===== src/rtl/core/prq_pkg.sv =====
// Shared types, constants and slot arithmetic for the process run queue.
package prq_pkg;

   localparam int CAPACITY = 64;
   localparam int IDX_W    = $clog2(CAPACITY);
   localparam int CNT_W    = $clog2(CAPACITY + 1);
   localparam int SUM_W    = CNT_W + 1;

   localparam int OPCODE_W = 3;
   localparam int PID_W    = 32;
   localparam int STATE_W  = 8;
   localparam int STATUS_W = 2;
   localparam int COUNT_W  = 7;
   localparam int ENTRY_W  = PID_W + STATE_W;

   localparam logic [STATE_W-1:0] ROTATED_STATE = 8'h45;

   typedef enum logic [OPCODE_W-1:0] {
      OP_ENQUEUE   = 3'd0,
      OP_PEEK_HEAD = 3'd1,
      OP_POP_HEAD  = 3'd2,
      OP_POP_TAIL  = 3'd3,
      OP_LOOKUP    = 3'd4,
      OP_REMOVE    = 3'd5,
      OP_ROTATE    = 3'd6
   } opcode_type;

   typedef enum logic [STATUS_W-1:0] {
      ST_OK       = 2'd0,
      ST_EMPTY    = 2'd1,
      ST_FULL     = 2'd2,
      ST_NOTFOUND = 2'd3
   } status_type;

   typedef enum logic [1:0] {
      CLS_IMMEDIATE,
      CLS_SINGLE,
      CLS_WALK
   } op_class_type;

   typedef struct packed {
      logic load;
      logic decide;
      logic single_fin;
      logic walk_step;
      logic out_load;
   } cmd_type;

   typedef struct packed {
      op_class_type op_class;
      logic         walk_done;
   } stat_type;

   // Circular slot of the entry at a given offset from the head.
   function automatic logic [IDX_W-1:0] slot_of(input logic [IDX_W-1:0] head,
                                                input logic [CNT_W-1:0] offset);
      logic [SUM_W-1:0] sum;
      sum = SUM_W'(head) + SUM_W'(offset);
      if (sum >= SUM_W'(CAPACITY)) begin
         sum = sum - SUM_W'(CAPACITY);
      end
      return sum[IDX_W-1:0];
   endfunction

endpackage


===== src/rtl/core/prq_ctrl.sv =====
// Sequencer for the process run queue: decode, read, walk and result transfer.
module prq_ctrl (
   input  logic               clock,
   input  logic               reset,
   input  logic               req_valid,
   output logic               req_stall,
   output logic               rsp_valid,
   input  logic               rsp_stall,
   input  prq_pkg::stat_type  stat,
   output prq_pkg::cmd_type   cmd
);
   import prq_pkg::*;

   typedef enum logic [2:0] {
      S_IDLE,
      S_DECODE,
      S_READ,
      S_WALK,
      S_DONE
   } state_type;

   state_type state_ff, state_in;
   logic      rsp_valid_ff, rsp_valid_in;

   assign req_stall = (state_ff != S_IDLE);
   assign rsp_valid = rsp_valid_ff;

   always_comb begin
      cmd = '0;
      case (state_ff)
         S_IDLE:   cmd.load       = req_valid;
         S_DECODE: cmd.decide     = 1'b1;
         S_READ:   cmd.single_fin = 1'b1;
         S_WALK:   cmd.walk_step  = 1'b1;
         S_DONE:   cmd.out_load   = !rsp_valid_ff || !rsp_stall;
         default:  cmd = '0;
      endcase
   end

   always_comb begin
      state_in     = state_ff;
      rsp_valid_in = rsp_valid_ff && rsp_stall;
      case (state_ff)
         S_IDLE: begin
            if (req_valid) state_in = S_DECODE;
         end
         S_DECODE: begin
            case (stat.op_class)
               CLS_SINGLE: state_in = S_READ;
               CLS_WALK:   state_in = S_WALK;
               default:    state_in = S_DONE;
            endcase
         end
         S_READ: state_in = S_DONE;
         S_WALK: begin
            if (stat.walk_done) state_in = S_DONE;
         end
         S_DONE: begin
            if (cmd.out_load) begin
               rsp_valid_in = 1'b1;
               state_in     = S_IDLE;
            end
         end
         default: state_in = S_IDLE;
      endcase
   end

   always_ff @(posedge clock) begin
      if (reset) begin
         state_ff     <= S_IDLE;
         rsp_valid_ff <= 1'b0;
      end else begin
         state_ff     <= state_in;
         rsp_valid_ff <= rsp_valid_in;
      end
   end

endmodule


===== src/rtl/core/prq_datapath.sv =====
// Entry store, head and count registers, walk counters and result registers.
module prq_datapath (
   input  logic                          clock,
   input  logic                          reset,
   input  prq_pkg::cmd_type              cmd,
   output prq_pkg::stat_type             stat,
   input  logic [prq_pkg::OPCODE_W-1:0]  req_opcode,
   input  logic [prq_pkg::PID_W-1:0]     req_entry_pid,
   input  logic [prq_pkg::STATE_W-1:0]   req_entry_state,
   output logic [prq_pkg::STATUS_W-1:0]  rsp_status,
   output logic [prq_pkg::PID_W-1:0]     rsp_out_pid,
   output logic [prq_pkg::STATE_W-1:0]   rsp_out_state,
   output logic [prq_pkg::COUNT_W-1:0]   rsp_out_count
);
   import prq_pkg::*;

   logic [OPCODE_W-1:0] op_ff;
   logic [PID_W-1:0]    pid_ff;
   logic [STATE_W-1:0]  st_ff;

   logic [IDX_W-1:0]    head_ff;
   logic [CNT_W-1:0]    count_ff;
   logic [CNT_W-1:0]    proc_idx_ff;
   logic [CNT_W-1:0]    kept_ff;
   logic                found_ff;
   logic [STATE_W-1:0]  first_state_ff;

   status_type          res_status_ff;
   logic [PID_W-1:0]    res_pid_ff;
   logic [STATE_W-1:0]  res_state_ff;

   logic [STATUS_W-1:0] rsp_status_ff;
   logic [PID_W-1:0]    rsp_pid_ff;
   logic [STATE_W-1:0]  rsp_state_ff;
   logic [CNT_W-1:0]    rsp_count_ff;

   logic [ENTRY_W-1:0]  entry_mem_ff [CAPACITY];
   logic [ENTRY_W-1:0]  rd_data_ff;

   logic [PID_W-1:0]    rd_pid;
   logic [STATE_W-1:0]  rd_state;
   logic [CNT_W-1:0]    count_dec;
   logic [CNT_W-1:0]    proc_inc;
   logic [CNT_W-1:0]    kept_inc;
   logic [IDX_W-1:0]    next_head;
   logic                full;
   logic                hit;
   logic                last;
   logic                any_found;
   logic [IDX_W-1:0]    rd_addr;
   logic [IDX_W-1:0]    wr_addr;
   logic [ENTRY_W-1:0]  wr_data;
   logic                wr_en;

   assign rd_pid    = rd_data_ff[ENTRY_W-1:STATE_W];
   assign rd_state  = rd_data_ff[STATE_W-1:0];
   assign count_dec = count_ff - CNT_W'(1);
   assign proc_inc  = proc_idx_ff + CNT_W'(1);
   assign kept_inc  = kept_ff + CNT_W'(1);
   assign next_head = slot_of(head_ff, CNT_W'(1));
   assign full      = (count_ff >= CNT_W'(CAPACITY));
   assign hit       = (rd_pid == pid_ff);
   assign last      = (proc_idx_ff == count_dec);
   assign any_found = found_ff || hit;

   always_comb begin
      if (op_ff == OP_ENQUEUE || op_ff > OP_ROTATE || count_ff == '0) begin
         stat.op_class = CLS_IMMEDIATE;
      end else if (op_ff == OP_LOOKUP || op_ff == OP_REMOVE) begin
         stat.op_class = CLS_WALK;
      end else begin
         stat.op_class = CLS_SINGLE;
      end
      stat.walk_done = last || (op_ff == OP_LOOKUP && hit);
   end

   always_comb begin
      if (cmd.walk_step) begin
         rd_addr = slot_of(head_ff, proc_inc);
      end else if (op_ff == OP_POP_TAIL) begin
         rd_addr = slot_of(head_ff, count_dec);
      end else begin
         rd_addr = head_ff;
      end
   end

   always_comb begin
      wr_en   = 1'b0;
      wr_addr = slot_of(head_ff, count_ff);
      wr_data = {pid_ff, st_ff};
      if (cmd.decide && op_ff == OP_ENQUEUE && !full) begin
         wr_en = 1'b1;
      end
      if (cmd.single_fin && op_ff == OP_ROTATE) begin
         wr_en   = 1'b1;
         wr_data = {rd_pid, ROTATED_STATE};
      end
      if (cmd.walk_step && op_ff == OP_REMOVE && !hit) begin
         wr_en   = 1'b1;
         wr_addr = slot_of(head_ff, kept_ff);
         wr_data = rd_data_ff;
      end
   end

   always_ff @(posedge clock) begin
      if (wr_en) begin
         entry_mem_ff[wr_addr] <= wr_data;
      end
   end

   always_ff @(posedge clock) begin
      rd_data_ff <= entry_mem_ff[rd_addr];
   end

   always_ff @(posedge clock) begin
      if (reset) begin
         head_ff     <= '0;
         count_ff    <= '0;
         proc_idx_ff <= '0;
         kept_ff     <= '0;
         found_ff    <= 1'b0;
      end else begin
         if (cmd.decide) begin
            proc_idx_ff <= '0;
            kept_ff     <= '0;
            found_ff    <= 1'b0;
            if (op_ff == OP_ENQUEUE && !full) begin
               count_ff <= count_ff + CNT_W'(1);
            end
         end
         if (cmd.single_fin) begin
            case (op_ff)
               OP_POP_HEAD: begin
                  head_ff  <= next_head;
                  count_ff <= count_dec;
               end
               OP_POP_TAIL: count_ff <= count_dec;
               OP_ROTATE:   head_ff  <= next_head;
               default: ;
            endcase
         end
         if (cmd.walk_step) begin
            proc_idx_ff <= proc_inc;
            if (op_ff == OP_REMOVE) begin
               if (!hit) kept_ff <= kept_inc;
               if (hit) found_ff <= 1'b1;
               if (last) count_ff <= hit ? kept_ff : kept_inc;
            end
         end
      end
   end

   always_ff @(posedge clock) begin
      if (cmd.load) begin
         op_ff  <= req_opcode;
         pid_ff <= req_entry_pid;
         st_ff  <= req_entry_state;
      end
      if (cmd.decide) begin
         if (op_ff == OP_ENQUEUE) begin
            res_status_ff <= full ? ST_FULL : ST_OK;
            res_pid_ff    <= pid_ff;
            res_state_ff  <= st_ff;
         end else begin
            res_status_ff <= (op_ff > OP_ROTATE) ? ST_OK : ST_EMPTY;
            res_pid_ff    <= '0;
            res_state_ff  <= '0;
         end
      end
      if (cmd.single_fin) begin
         res_status_ff <= ST_OK;
         res_pid_ff    <= rd_pid;
         res_state_ff  <= (op_ff == OP_ROTATE) ? ROTATED_STATE : rd_state;
      end
      if (cmd.walk_step) begin
         if (op_ff == OP_LOOKUP) begin
            if (hit) begin
               res_status_ff <= ST_OK;
               res_pid_ff    <= pid_ff;
               res_state_ff  <= rd_state;
            end else if (last) begin
               res_status_ff <= ST_NOTFOUND;
               res_pid_ff    <= '0;
               res_state_ff  <= '0;
            end
         end else begin
            if (hit && !found_ff) first_state_ff <= rd_state;
            if (last) begin
               res_status_ff <= any_found ? ST_OK : ST_NOTFOUND;
               res_pid_ff    <= any_found ? pid_ff : '0;
               if (found_ff) begin
                  res_state_ff <= first_state_ff;
               end else begin
                  res_state_ff <= hit ? rd_state : '0;
               end
            end
         end
      end
      if (cmd.out_load) begin
         rsp_status_ff <= res_status_ff;
         rsp_pid_ff    <= res_pid_ff;
         rsp_state_ff  <= res_state_ff;
         rsp_count_ff  <= count_ff;
      end
   end

   assign rsp_status    = rsp_status_ff;
   assign rsp_out_pid   = rsp_pid_ff;
   assign rsp_out_state = rsp_state_ff;
   assign rsp_out_count = COUNT_W'(rsp_count_ff);

`ifndef NO_ASSERTIONS
   a_count_bound: assert property (@(posedge clock) disable iff (reset)
      count_ff <= CNT_W'(CAPACITY))
      else $error("entry count above capacity");

   a_head_bound: assert property (@(posedge clock) disable iff (reset)
      SUM_W'(head_ff) < SUM_W'(CAPACITY))
      else $error("head slot outside the store");

   a_walk_range: assert property (@(posedge clock) disable iff (reset)
      cmd.walk_step |-> proc_idx_ff < count_ff)
      else $error("walk visits an entry past the tail");

   a_compact_order: assert property (@(posedge clock) disable iff (reset)
      cmd.walk_step |-> kept_ff <= proc_idx_ff)
      else $error("compaction write ahead of the walk");
`endif

endmodule


===== src/rtl/core/process_run_queue.sv =====
// Process run queue top level: sequencer plus entry store datapath.
//
// Request channel (req_*): opcode, process id and state code. A transfer
// happens at a clock edge with req_valid high and req_stall low. The queue
// works on one request at a time; req_stall is high from the transfer until
// the result has been loaded into the output register.
// Result channel (rsp_*): status, entry id, state code and entry count after
// the operation, one result per request, held in an output register until
// taken. The next request is taken while that result still waits.
// Enqueue, unused opcodes and operations on an empty queue go from decode
// straight to the result; peek, pop and rotate first make one registered
// read of the entry store; lookup and remove walk the entries, one store
// read per cycle (up to all 64).
// A stalled result holds the block before its output register: finished work
// waits there and no new request is taken.
// Synchronous reset empties the queue (head and count cleared) and drops any
// pending result; the entry store itself is not cleared.
module process_run_queue (
   input  logic                          clock,
   input  logic                          reset,
   input  logic                          req_valid,
   output logic                          req_stall,
   input  logic [prq_pkg::OPCODE_W-1:0]  req_opcode,
   input  logic [prq_pkg::PID_W-1:0]     req_entry_pid,
   input  logic [prq_pkg::STATE_W-1:0]   req_entry_state,
   output logic                          rsp_valid,
   input  logic                          rsp_stall,
   output logic [prq_pkg::STATUS_W-1:0]  rsp_status,
   output logic [prq_pkg::PID_W-1:0]     rsp_out_pid,
   output logic [prq_pkg::STATE_W-1:0]   rsp_out_state,
   output logic [prq_pkg::COUNT_W-1:0]   rsp_out_count
);
   import prq_pkg::*;

   cmd_type  cmd;
   stat_type stat;

   prq_ctrl u_ctrl (
      .clock     (clock),
      .reset     (reset),
      .req_valid (req_valid),
      .req_stall (req_stall),
      .rsp_valid (rsp_valid),
      .rsp_stall (rsp_stall),
      .stat      (stat),
      .cmd       (cmd)
   );

   prq_datapath u_datapath (
      .clock           (clock),
      .reset           (reset),
      .cmd             (cmd),
      .stat            (stat),
      .req_opcode      (req_opcode),
      .req_entry_pid   (req_entry_pid),
      .req_entry_state (req_entry_state),
      .rsp_status      (rsp_status),
      .rsp_out_pid     (rsp_out_pid),
      .rsp_out_state   (rsp_out_state),
      .rsp_out_count   (rsp_out_count)
   );

endmodule

===== config.mk =====
export PLATFORM = sky130hd
export DESIGN_NAME = process_run_queue
export DESIGN_NICKNAME = d
export VERILOG_FILES = /design/src/rtl/core/prq_pkg.sv /design/src/rtl/core/prq_ctrl.sv /design/src/rtl/core/prq_datapath.sv /design/src/rtl/core/process_run_queue.sv
export SDC_FILE = /design/constraint.sdc
export NUM_CORES = 2
export LEC_CHECK = 0
export BUFFER_PORTS_ARGS = -buffer_cell sky130_fd_sc_hd__buf_2
export CORE_ASPECT_RATIO = 2
export CORE_MARGIN = 3
export CORE_UTILIZATION = 25
export DETAILED_ROUTE_END_ITERATION = 8
export HOLD_SLACK_MARGIN = 0.02
export PLACE_DENSITY = 0.44
export SLEW_MARGIN = 20
export SYNTH_ARGS = -nofsm -noshare
export SYNTH_HDL_FRONTEND = slang
export SYNTH_SLANG_ARGS = --single-unit

===== constraint.sdc =====
create_clock -name clock -period 6.55 [get_ports clock]
set_input_delay 0.3275 -clock clock [delete_from_list [all_inputs] [get_ports clock]]
set_output_delay 0.3275 -clock clock [all_outputs]
set_load 0.005 [all_outputs]

**Word level (Yosys, flattened, before mapping)**

Memory sizes are Yosys's and may differ from the RTL's. A register that Yosys moved wholly into a read port is not among the register bits.
Cells that the tools add are included.

- Word-level logic and storage cells: 165
- Bits of input ports: 47
- Flip-flop bits (word level): 174
- Output and inout bits: 51
- Memories: 1
- RAM bits: 2560

Memory list:

| name | depth | width | rd ports | clocked after memory_dff | write ports | RTL line | RTL |
|---|---|---|---|---|---|---|---|
| u_datapath.entry_mem_ff | 64 | 40 | 1 | 1 | 1 | prq_datapath.sv:37 | `logic [ENTRY_W-1:0] entry_mem_ff [CAPACITY];` |

- Order comparisons: 7
- Add/sub/neg operators: 14
- Muxes and demuxes: 78
- Bitwise gates (word level): 1
- Equality and inequality tests: 16
- Reductions and logical operators: 30

Operators with widths:

| kind | count |
|---|---|
| 32-bit 2-to-1 mux | 9 |
| 7-bit 2-to-1 mux | 14 |
| 8-bit 2-to-1 mux | 11 |
| 40-bit 2-to-1 mux | 2 |
| 6-bit 2-to-1 mux | 8 |
| 6-bit by 7-bit adder with 8-bit output | 4 |
| 32-bit == test | 1 |
| 8-bit by 7-bit greater-or-equal comparator with 1-bit output (second input constant) | 4 |
| 6-bit by 1-bit subtractor with 6-bit output (second input constant) | 5 |
| 2-bit 2-to-1 mux | 12 |
| 7-bit by 1-bit adder with 7-bit output (second input constant) | 3 |
| 1-bit 2-to-1 mux | 17 |
| 3-bit case mux with 5 select lines | 1 |
| 7-bit greater-or-equal comparator (second input constant) | 2 |
| 3-bit by 2-bit == test with 1-bit output (second input constant) | 4 |
| 3-bit == test (second input constant) | 4 |
| 1-bit logical AND | 9 |
| 3-bit 2-to-1 mux | 3 |
| 6-bit by 1-bit adder with 7-bit output (second input constant) | 1 |
| 7-bit == test | 1 |
| 7-bit zero test | 1 |
| 7-bit by 1-bit subtractor with 7-bit output (second input constant) | 1 |
| 3-bit zero test | 2 |
| 1-bit logical OR | 6 |
| 13 further kinds | 21 |

**Logic depth before layout (Yosys ltp)**

- Word-level depth: 10
- Mapped depth: 19
- Depth with buffers taken out: 17

**By module**

From an unflattened synthesis, not the netlist that was laid out.

- Cell total of the unflattened synthesis: 7886
- Area, all modules: 114972.8 um^2

By module, submodules not included:

| module | area an instance (um^2) | sequential area each (um^2) | times used | cells each |
|---|---|---|---|---|
| prq_datapath | 114698.8 | 82078.7 | 1 | 7850 |
| prq_ctrl | 274.0 | 80.1 | 1 | 36 |

**Worst setup path after synthesis**

OpenSTA, ideal clock, no wires.

- Kind: register to register
- From: reg u_datapath.pid_ff[21]
- To: mem u_datapath.entry_mem_ff[24][0] (netlist name) (enable)
- Stages on the path, launching flop included: 18
- Path slack: 0.814 ns
- Period minus slack after synthesis: 5.736 ns
- Setup time: 0.438 ns
- Buffers on the path: 2
- Data required time: 6.112 ns
- Arrival: 5.298 ns
- Path through: edfxtp_1 -> xor2_1 -> nor4_1 -> nand4_1 -> o21ai_1 -> clkbuf_1 -> clkbuf_1 -> nand2_1 -> nand2_1 -> ha_1 -> a21oi_1 -> nand2_1 -> a21o_1 -> a21oi_1 -> xnor2_1 -> xor2_1 -> nand3_1 -> nor2_1

- Word-level cells in the longest chain between the ends: 6
- Elaborated cells between the ends (all ways): 7
- Those cells by class: eq/ne: 1; mux: 4; reduce/logical: 2

Ends and longest elaborated chain:

| element | RTL line | RTL |
|---|---|---|
| start: declaration | prq_datapath.sv:18 | `logic [PID_W-1:0] pid_ff;` |
| start signal: assignment | prq_datapath.sv:156 | `pid_ff <= req_entry_pid;` |
| 32-bit == test (*) | prq_datapath.sv:62 | `assign hit = (rd_pid == pid_ff);` |
| 1-bit zero test (*) | prq_datapath.sv:98 | `if (cmd.walk_step && op_ff == OP_REMOVE && !hit) begin` |
| 1-bit logical AND (*) | prq_datapath.sv:98 |  |
| 1-bit 2-to-1 mux | prq_datapath.sv:98 |  |
| 1-bit 2-to-1 mux | prq_datapath.sv:106 | `if (wr_en) begin` |
| 1-bit 2-to-1 mux (implied by the code) | prq_datapath.sv:107 | `entry_mem_ff[wr_addr] <= wr_data;` |
| end: declaration | prq_datapath.sv:37 |  |

Mark *: on every way between the ends. The rest lies on a longest branch, timed or not.

**Final worst setup path**

- From: reg u_datapath.pid_ff[7]
- To: mem u_datapath.entry_mem_ff[56][33] (netlist name) (enable)

Same word-level chain as after synthesis.

==> metrics.cfg <==
[outcome]
status = finished clean

[logic_synthesis]
synth_simple_gate_area_share_pct = 6.988
syn-cell-area_um2 = 108200
ys_ff_latch = 2774
postSynthCellCount = 7042
ys_seq_area_share_pct = 75.94
avgSynthCellArea_um2 = 15.36
yosys.area.top_type_share_pct = 73.83
yosysUniqueCellTypes = 70
ys_warn_count = 0
synth_compound_area_share_pct = 6.321
synthXorXnorAreaFrac_pct = 0.6731
synth_area_leader_cell = edfxtp_1
synth_top_family_by_area = multiplexers
muxShareOfSynthArea_pct = 7.933
synthFlopType = edfxtp_1
synth_fp_nets = 7113
synth_edf_count = 2660
synthAdderAreaFrac_pct = 0.2984
ys_async_sr_fraction_pct = 0
ys_top_cells_by_area = edfxtp_1 (74%), mux2i_1 (7.3%), nand2_1 (3.6%)

[die]
rows = 341
start_util_pct = 25.11
io_pins = 98
die_h_um = 936.3
coreArea_um2 = 430900
die-area_um2 = 441200
die_w_um = 471.2

[sta]
fmax_ghz = 0.1589
worst_pin_slew_ns = 1.230
skew_ns = 0.06426
hold_viol = 0
setup_viol = 0
hold_slack_ns = 0.1231
min_period_ns = 6.293
slew_headroom_pct = 17.24
rsz0062_at_grt = no
drv_slew = 0
tns_ns = 0
post-route-period-util_pct = 96.08

[cells_and_area]
drive_gt1_share_pct = 14.64
stdcell_area_um2 = 129100
final_util_pct = 29.96
syn_to_final_growth_pct = 19.33
n_fill_cell = 42789
fin_nets = 7547

[worst_setup_path]
worstSetupStartpointType = flop
critical_path_buf_inv_count = 5
cp.required_ns = 7.16
critical_path.max_stage_delay_ns = 0.89
critPathKind = reg2reg
cp_max_fo = 20
worstSetupEndpointType = flop
crit_family = simple AND/OR/NAND/NOR gates
crit_slowest_cell = nor4_1
arrival_ns = 6.90
crit_chain = xor2_1, nor4_1, buf_4, nand4_1, buf_4, nor2_1, nor2_1, nand2_1, nand2_1, ha_1, a21oi_1, buf_4, nand2_1, a21o_1, a21oi_1, xnor2_1, xnor2_1, nand3_1, buf_12, nor2_4, buf_12

[drt]
drc = 0
ant_nets = 0
wirelength_mm = 409.0
dr.first_iter.drc_count = 6163
via_per_inst = 4.836
drt-wirelength-per-cell_um = 30.66
drt_pass1_iterations = 6
num_vias = 64505

[pwr]
p_sw_mw = 10.45
ir_drop_mv = 0.2537
finalPower_mw = 39.57
intPower_mw = 29.12
power.density_nw_per_um2 = 306.5
p_comb_share_pct = 12.3
clockPowerShare_pct = 36.4
p_leak_nw = 45.23
sw_frac_of_total_pct = 26.41
seqPwrFrac_pct = 51.4

[clock_network]
cts_resized = 0
cts_setup_buffers = 0
clock_path_buffers = 4
cts_tree = done
cts_hold_buf = 47
htreeDepth = 4
insertion_delay_ns = 0.93
clock_tree.root_cell = clkbuf_16
clock-sinks = 2774
path_clk_slew_ns = 0.07
numCtsBuffers = 234

[global_routing]
grt_antenna_before_repair = 39
overflow = 0
grt_pass1_wl_mm = 552.4
grt_usage_pct = 17.92
grt_pass1_vias = 65611
grt_start_max_net_pins = 102

[place]
routabilityCongestion = 0.8788
io_buffers = 97
dpl_cell_area_um2 = 121000
dpl.hpwl_mm = 273.1

[worst_hold_path]
min_path_type = in2reg

[run]
max_cap_violations = 0

-- routing by layer --
| layer | GRT usage (%) | wire length [µm] |
|---|---|---|
| met5 | 0 | 115 |
| met3 | 1.788 | 16110 |
| met1 | 18.31 | 140200 |
| met2 | 34.92 | 224800 |
| met4 | 10.42 | 27840 |
-- layout by cell type (no fill, tap or decap), drive strengths merged, types with 80 or more instances in the layout --
master   count
o22ai      401
mux2i      795
nor4       248
nor2       122
clkinv     102
clkbuf     276
buf        599
nand2     1034
nor3       165
edfxtp    2660
dfxtp      114
a21oi      511
a2111oi     80
-- sequential cells by signal (all words and copies together) (netlist names) --
signal,count
u_datapath.kept_ff,7
u_datapath.rsp_out_state,8
u_datapath.res_pid_ff,32
u_datapath.pid_ff,32
u_datapath.entry_mem_ff,2560
u_datapath.first_state_ff,8
u_datapath.proc_idx_ff,7
u_datapath.rsp_out_count,7
u_datapath.res_status_ff,2
u_datapath.rsp_status,2
u_datapath.st_ff,8
u_datapath.count_ff,7
u_ctrl.rsp_valid,1
u_datapath.found_ff,1
u_datapath.rsp_out_pid,32
u_ctrl.state_ff,3
u_datapath.res_state_ff,8
u_datapath.head_ff,6
u_datapath.op_ff,3
u_datapath.rd_data_ff,40
-- per-stage QoR --
step / setup WS, ns / instances
final: 0.2569 / 13338
after global routing: 0.02217 / 13330
after CTS: 0.3004 / 13329
after detailed placement: 0.3586 / 12852
after global placement: 0.03852 / 12849
after floorplan: 0.8142 / 7042
-- synthesized netlist by cell type, types with 64 or more instances --
library cell,count
dfxtp_1,114
nor4_1,248
mux2i_1,793
buf_2,111
a21oi_1,511
nor3_1,165
o22ai_1,401
edfxtp_1,2660
o21ai_0,64
a2111oi_0,80
clkbuf_1,289
nand2_1,1034
nor2_1,122
-- path summary, 6_finish.rpt --
check,startpoint,endpoint,slack (ns),depth (start not counted)
max,u_datapath.pid_ff[7],u_datapath.entry_mem_ff[56][33],0.26,21
min,req_entry_pid[18],u_datapath.pid_ff[18],0.12,2
max reg2reg,u_datapath.pid_ff[7],u_datapath.entry_mem_ff[56][33],0.26,21
min reg2reg,u_datapath.res_status_ff[0],u_datapath.rsp_status[0],0.43,0
-- power groups by stage --
stage          Combinational (mW)  Sequential [mW]  Clock (mW)
2_1_floorplan                2.19             20.6           0
3_3_place_gp                 4.89             20.7           0
3_5_place_dp                 4.91             20.7           0
4_1_cts                      4.94             20.3        14.7
5_1_grt                      5.05             20.3        15.3
6_report                     4.86             20.3        14.4
-- cell type report --
class / instances / area [µm²] / area share, %
flip-flops and latches: 2774 / 82160 / 63.64
multi-input cells: 3796 / 25110 / 19.45
well taps: 5659 / 7081 / 5.485
repair buffers: 647 / 7032 / 5.447
clock buffers: 276 / 6118 / 4.739
clock inverters: 154 / 1483 / 1.149
inverters: 23 / 86.33 / 0.06688
diodes: 9 / 22.52 / 0.01745
-- cell families after synthesis --
kind of cell / count (synthesis)
DFF: 2774
and+or+nand+nor: 1695
adders and majority gates: 24
muxes: 847
AOI/OAI and AO/OA: 1153
buffers and inverters: 472
xor gates and xnor gates: 77
Power figures use the tool's default switching activity.
